$ cat src/stdha_pkg.sv
// ----------------------------------------------------------------------------
// stdha_pkg
// Types, constants and helper functions for the summer time detector.
// ----------------------------------------------------------------------------
package stdha_pkg;

    localparam int HOUR_W  = 5;
    localparam int WDAY_W  = 3;
    localparam int DATE_W  = 5;
    localparam int MONTH_W = 4;
    localparam int YEAR_W  = 7;
    localparam int SUM_W   = 8;

    localparam logic [HOUR_W-1:0]  HOUR_LAST   = 5'd23;
    localparam logic [HOUR_W-1:0]  HOUR_SWITCH = 5'd3;
    localparam logic [HOUR_W-1:0]  HOUR_EARLY  = 5'd1;
    localparam logic [WDAY_W-1:0]  WDAY_FIRST  = 3'd1;
    localparam logic [WDAY_W-1:0]  WDAY_LAST   = 3'd7;
    localparam logic [DATE_W-1:0]  DATE_FIRST  = 5'd1;
    localparam logic [DATE_W-1:0]  DATE_MAX    = 5'd31;
    localparam logic [DATE_W-1:0]  DATE_FEB    = 5'd28;
    localparam logic [MONTH_W-1:0] MON_JAN     = 4'd1;
    localparam logic [MONTH_W-1:0] MON_FEB     = 4'd2;
    localparam logic [MONTH_W-1:0] MON_MAR     = 4'd3;
    localparam logic [MONTH_W-1:0] MON_OCT     = 4'd10;
    localparam logic [MONTH_W-1:0] MON_NOV     = 4'd11;
    localparam logic [MONTH_W-1:0] MON_DEC     = 4'd12;
    localparam logic [YEAR_W-1:0]  YEAR_LAST   = 7'd99;
    localparam logic [YEAR_W-1:0]  YEAR_CENT   = 7'd100;

    // Day-of-week offsets of March 31 and October 31 (7000 + 31 + month term, mod 7).
    localparam logic [SUM_W-1:0] MAR_OFS = 8'd5;
    localparam logic [SUM_W-1:0] OCT_OFS = 8'd2;

    localparam logic [DATE_W-1:0] MONTH_LEN [12] = '{
        5'd31, 5'd29, 5'd31, 5'd30, 5'd31, 5'd30,
        5'd31, 5'd31, 5'd30, 5'd31, 5'd30, 5'd31
    };

    typedef struct packed {
        logic [YEAR_W-1:0]  year;
        logic [MONTH_W-1:0] month;
        logic [DATE_W-1:0]  date;
        logic [WDAY_W-1:0]  weekday;
        logic [HOUR_W-1:0]  hour;
    } t_cal;

    function automatic logic [DATE_W-1:0] days_in(input logic [MONTH_W-1:0] month);
        logic [MONTH_W-1:0] idx;
        idx = month - MON_JAN;
        if (month >= MON_JAN && month <= MON_DEC) begin
            return MONTH_LEN[idx];
        end
        return DATE_MAX;
    endfunction

    // Residue mod 7 by folding base-8 digits, since 8 is 1 mod 7.
    function automatic logic [2:0] mod7(input logic [SUM_W-1:0] x);
        logic [4:0] a;
        logic [3:0] b;
        a = 5'(x[7:6]) + 5'(x[5:3]) + 5'(x[2:0]);
        b = 4'(a[4:3]) + 4'(a[2:0]);
        if (b >= 4'd7) begin
            b = b - 4'd7;
        end
        return b[2:0];
    endfunction

endpackage

$ cat src/summer_time_detect_and_hour_advance.sv
// ----------------------------------------------------------------------------
// summer_time_detect_and_hour_advance
// Decides whether summer time applies to a standard-time reading and
// advances the reading by one hour when it does.
// ----------------------------------------------------------------------------
//  channel   | direction | payload
//  s_axis    | in        | tdata: hour, weekday, date, month, year
//  m_axis    | out       | tdata: out_hour .. out_year, tuser: dst_active
//
//  Four register stages: year sum, last Sunday dates, summer time flag, advance.
//  The pipeline accepts and returns one request per cycle while m_axis_tready stays high.
//  Each stage holds its data while the next one is full and stalled.
//  Reset clears the valid bits of all stages.
// ----------------------------------------------------------------------------
module summer_time_detect_and_hour_advance
    import stdha_pkg::*;
(
    input  logic        i_clk,
    input  logic        i_rst_n,
    input  logic        s_axis_tvalid,
    output logic        s_axis_tready,
    input  logic [23:0] s_axis_tdata,  // hour[4:0], weekday[7:5], date[12:8],
                                       // month[16:13], year[23:17]
    output logic        m_axis_tvalid,
    input  logic        m_axis_tready,
    output logic [23:0] m_axis_tdata,  // out_hour[4:0], out_weekday[7:5],
                                       // out_date[12:8], out_month[16:13],
                                       // out_year[23:17]
    output logic        m_axis_tuser   // dst_active[0]
);

    logic              r1_v, r2_v, r3_v, r4_v;
    logic              rdy1, rdy2, rdy3, rdy4;
    t_cal              r1_cal, r2_cal, r3_cal, r4_cal;
    logic [SUM_W-1:0]  r1_sum;
    logic [DATE_W-1:0] r2_mar, r2_oct;
    logic              r2_last, r3_last, r3_dst, r4_dst;

    t_cal              in_cal;
    logic [SUM_W-1:0]  n_sum;
    logic [DATE_W-1:0] n_mar, n_oct;
    logic              n_last, n_dst;
    t_cal              n_out;

    assign in_cal = t_cal'(s_axis_tdata);

    assign rdy4 = !r4_v || m_axis_tready;
    assign rdy3 = !r3_v || rdy4;
    assign rdy2 = !r2_v || rdy3;
    assign rdy1 = !r1_v || rdy2;
    assign s_axis_tready = rdy1;

    always_comb begin
        n_sum = SUM_W'(in_cal.year) + SUM_W'(in_cal.year[YEAR_W-1:2])
              - SUM_W'(in_cal.year >= YEAR_CENT);
    end

    always_comb begin
        n_mar = DATE_MAX - DATE_W'(mod7(r1_sum + MAR_OFS));
        n_oct = DATE_MAX - DATE_W'(mod7(r1_sum + OCT_OFS));
        if (r1_cal.year[1:0] != 2'd0) begin
            n_last = (r1_cal.date == days_in(r1_cal.month))
                  || (r1_cal.month == MON_FEB && r1_cal.date == DATE_FEB);
        end else begin
            n_last = (r1_cal.date == days_in(r1_cal.month));
        end
    end

    always_comb begin
        n_dst = (r2_cal.month > MON_MAR && r2_cal.month < MON_OCT)
             || (r2_cal.month == MON_MAR && r2_cal.date > r2_mar)
             || (r2_cal.month == MON_MAR && r2_cal.date == r2_mar
                 && r2_cal.hour >= HOUR_SWITCH)
             || (r2_cal.month == MON_OCT && r2_cal.date < r2_oct)
             || (r2_cal.month == MON_OCT && r2_cal.date == r2_oct
                 && (r2_cal.hour <= HOUR_EARLY || r2_cal.hour == HOUR_LAST));
    end

    always_comb begin
        n_out = r3_cal;
        if (r3_dst) begin
            if (r3_cal.hour == HOUR_LAST) begin
                n_out.hour    = '0;
                n_out.weekday = (r3_cal.weekday == WDAY_LAST) ? WDAY_FIRST
                              : r3_cal.weekday + WDAY_FIRST;
                if (r3_last) begin
                    n_out.date = DATE_FIRST;
                    if (r3_cal.month == MON_DEC) begin
                        n_out.month = MON_JAN;
                        n_out.year  = (r3_cal.year == YEAR_LAST) ? '0
                                    : r3_cal.year + YEAR_W'(1);
                    end else begin
                        n_out.month = r3_cal.month + MONTH_W'(1);
                    end
                end else begin
                    n_out.date = r3_cal.date + DATE_W'(1);
                end
            end else begin
                n_out.hour = r3_cal.hour + HOUR_W'(1);
            end
        end
    end

    always_ff @(posedge i_clk) begin
        if (!i_rst_n) begin
            r1_v <= 1'b0;
            r2_v <= 1'b0;
            r3_v <= 1'b0;
            r4_v <= 1'b0;
        end else begin
            if (rdy1) r1_v <= s_axis_tvalid;
            if (rdy2) r2_v <= r1_v;
            if (rdy3) r3_v <= r2_v;
            if (rdy4) r4_v <= r3_v;
        end
    end

    always_ff @(posedge i_clk) begin
        if (rdy1) begin
            r1_cal <= in_cal;
            r1_sum <= n_sum;
        end
        if (rdy2) begin
            r2_cal  <= r1_cal;
            r2_mar  <= n_mar;
            r2_oct  <= n_oct;
            r2_last <= n_last;
        end
        if (rdy3) begin
            r3_cal  <= r2_cal;
            r3_last <= r2_last;
            r3_dst  <= n_dst;
        end
        if (rdy4) begin
            r4_cal <= n_out;
            r4_dst <= r3_dst;
        end
    end

    assign m_axis_tvalid = r4_v;
    assign m_axis_tdata  = 24'(r4_cal);
    assign m_axis_tuser  = r4_dst;

    a_pass_through: assert property (@(posedge i_clk) disable iff (!i_rst_n)
        (r3_v && rdy4 && !r3_dst) |=> (r4_cal == $past(r3_cal)))
        else $error("Reading changed although summer time does not apply.");

    a_sunday_range: assert property (@(posedge i_clk) disable iff (!i_rst_n)
        r2_v |-> (r2_mar >= 5'd25 && r2_oct >= 5'd25))
        else $error("Last Sunday date out of the last week of the month.");

    a_dst_month: assert property (@(posedge i_clk) disable iff (!i_rst_n)
        (r4_v && r4_dst) |-> (r4_cal.month >= MON_MAR && r4_cal.month <= MON_NOV))
        else $error("Summer time flagged outside March to November.");

    a_stage_hold: assert property (@(posedge i_clk) disable iff (!i_rst_n)
        (r2_v && !rdy3) |=> (r2_v && $stable(r2_cal)))
        else $error("Stalled stage lost or changed its request.");

endmodule

$ cat config.mk
export PLATFORM = sky130hd
export DESIGN_NAME = summer_time_detect_and_hour_advance
export DESIGN_NICKNAME = d
export VERILOG_FILES = /design/src/stdha_pkg.sv /design/src/summer_time_detect_and_hour_advance.sv
export SDC_FILE = /design/constraint.sdc
export NUM_CORES = 1
export LEC_CHECK = 0
export BUFFER_PORTS_ARGS = -buffer_cell sky130_fd_sc_hd__buf_4
export CORE_MARGIN = 2
export CORE_UTILIZATION = 50
export DETAILED_ROUTE_END_ITERATION = 7
export HOLD_SLACK_MARGIN = 0.12
export PLACE_DENSITY = 0.71
export SYNTH_ARGS = -nofsm -noshare
export SYNTH_HDL_FRONTEND = slang
export SYNTH_SLANG_ARGS = --single-unit
export TNS_END_PERCENT = 100
$ cat constraint.sdc
create_clock -name i_clk -period 11.55 [get_ports i_clk]
set_input_delay 2.31 -clock i_clk [delete_from_list [all_inputs] [get_ports i_clk]]
set_output_delay 2.31 -clock i_clk [all_outputs]
set_load 0.05 [all_outputs]
==> metrics.md <==
| Metric | Value |
|---|---|
| CTS tree | built |
| Die width | ~110 microns |
| Routability cong. | 0.8808 |
| Final min period | 5.854 ns |
| Leakage | 2.762 nW |
| ANT cells | 0 |
| First-pass GRT wire length | 14.08 mm |
| Clk_lat worst skew | ~0.4 ns |
| I/O Buffers | 54 |
| Register Area | 3503 sq um |
| Synth top area share | 0.6057 |
| # H-tree levels | 4 |
| HPWL Detailed | 6.271 mm |
| Fin crit share | 0.5068 |
| Pre-antenna DRT Iters | 4 |
| Total CTS buffers | 17 |
| Number of global-route vias before repair | 3195 |
| Netlist cell types | 50 |
| CP Data Arrival Time | between 3 and 4 ns |
| Wire per inst | 13.50 microns |
| VDD IR-drop max | between 0.15 and 0.2 mV |
| Post-CTS setup buffer count | 0 |
| Via density | between 5 and 6 |
| EDFF count, synth | 114 |
| Final Core Density | 0.6149 |
| DIE AREA | ~12000 sq um |
| Via count | 3278 |
| #FFs+latches synth | 118 |
| Final ANT Viol Nets | 0 |
| Largest net degree at the start of global routing | 34 |
| Core area | 10940 sq um |
| Hold WC Path Type | reg2reg |
| RSZ-0062 raised after global routing | false |
| Clock Tree Buf Depth | 2 |
| Avg Cell Area, Syn | 13.82 sq um |
| DRC Markers | 0 |
| Commonest non-fill, non-tap cell in the layout | edfxtp_1 |
| Ys flop type | edfxtp_1 |
| Fin. Hold Viols | 0 |
| Crit. End Element | output pin |
| Net Count, Synth | 487 |
| CP Max Fanout | 33 |
| Area contributors post-synth | edfxtp_1 (61%), ha_1 (9.1%), fa_1 (3.2%) |
| TNS Setup | 0 ns |
| Initial core utilization | 0.5168 |
| Pwr/cell area | 245.5 nW/um^2 |
| Slew Viols, Final | 0 |
| Footprint of the multi-input gates | between 1500 and 2000 sq um |
| Rows | 38 |
| CTS Sinks | 118 |
| Slew @ Worst Pin | 1.132 ns |
| Post-synthesis sequential area ratio | 0.6199 |
| Leading cell types in the layout, fill and taps excluded | edfxtp_1 (114), buf_4 (55), ha_1 (41) |
| Top Ports | 55 |
| Post-CTS Resized | 0 |
| DR iter-0 viols | 114 |
| Initial antenna violation count | 0 |
| Gr ovfl total | 0 |
| Max-Cap Viols | 0 |
| Nets | 557 |
| Die H | 110.3 microns |
| Fmax achieved | around 170 MHz |
| Cell area after layout | about 6700 sq um |
| Total GRT Usage | 0.1554 |
| Crit Path Category | in2out |
| Fillers | 852 |
| Hold buffer count at cts | 0 |
| Reg clk slew, reported paths | 0.05 ns |
| Share of cells above drive strength 1 | 0.1870 |
| Synth Warn # | 0 |
| Post-Syn Instances | 409 |
| Setup violations, final | 0 |
| Clock root cell | clkbuf_16 |
| Slew Limit Headroom | 0.2447 |
| Synth async-reset ratio | 0 |
| Worst path required time | 9.24 ns |
| Post-route clock skew | 0.007500 ns |
| Status | completed |
| Post-Route WL | 8.530 mm |
| Cell Area, Placed | slightly above 6000 sq um |
| Layout area overhead | 18.97% |
| Type of origin of the critical path | input port |
| Synth Cell Area | 5652 sq um |
| Dominant cell type by area after synthesis | edfxtp_1 |
## final cells by class
class | count | area share
inverter | 40 | 0.02233
clock buffer | 27 | 0.07332
clock inverter | 5 | 0.003722
sequential | 118 | 0.5210
tap | 140 | 0.02605
multi-input combinational | 247 | 0.2921
timing repair buffer | 55 | 0.06141
## power by group
part	total (mW)	internal, mW	leakage [nW]	switching, mW
sequential	0.579	0.552	1.24	0.0274
combinational	0.622	0.291	1.26	0.331
clock	0.450	0.288	0.259	0.162
total	1.65	1.13	2.76	0.520
## state kept, by name, summed over array words and instances (netlist names), 3 cells and up
register,count
m_axis_tdata,24
r1_cal,24
r1_sum,8
r2_cal,24
r2_mar,3
r2_oct,3
r3_cal,24
## cell families after synthesis
kind of cell    Yosys count  synth area share
flops                   118            0.6199
simple gates            105            0.1058
compound gates           56           0.05889
fa+ha+maj                50            0.1226
buf+inv                  44           0.03254
xor+xnor                 27           0.04317
mux                       9           0.01705
## through the flow
stage                     hold slack (ns)  cells  worst slack, ns  total power [mW]
after global placement             0.4025    600            5.764             1.178
after floorplan                    0.4003    409            5.644             1.086
after CTS                          0.4135    632            5.691             1.670
after global routing               0.4182    632            5.606             1.781
after detailed placement           0.4045    600            5.696             1.211
final                              0.4094    632            5.696             1.651
## routing by layer
layer / routed length [microns] / part of all wire / global-route usage
met1: 3544 / 0.42 / 0.1742
met2: 4474 / 0.52 / 0.2734
met3: 394 / 0.046 / 0.04938
met4: 117 / 0.014 / 0.06429
met5: 0 / 0 / 0
## worst max-delay path, stage by stage
cell and delay, ns:
buf_4 0.11, nor2b_1 0.25, and3_1 0.27, nand2_1 0.07
buf_4 0.26, buf_4 0.25
## Yosys cell counts, drive strengths merged (2+ instances only)
library cell and n:
edfxtp 114, ha 41, inv 40, nand2 27, a21oi 22, nand3 17
nor2 17, xnor2 17, o21ai 16, xor2 10, fa 9, nand4 8
nor2b 8, nand2b 6, and3 5, mux2 5, nor3 5, a21o 4
dfxtp 4, mux2i 4, nand4b 4, buf 3, o21a 3, a2111oi 2
## path summary, 6_finish.rpt
kind	startpoint	end	slack [ns]	cells after the start
max reg2reg	r1_sum[1]	r2_mar[1]	7.29	14
min reg2reg	r2_cal[6]	r3_cal[6]	0.41	0
max	m_axis_tready	s_axis_tready	5.70	6
min	r2_cal[6]	r3_cal[6]	0.41	0
(Power assumes the default switching activity.)
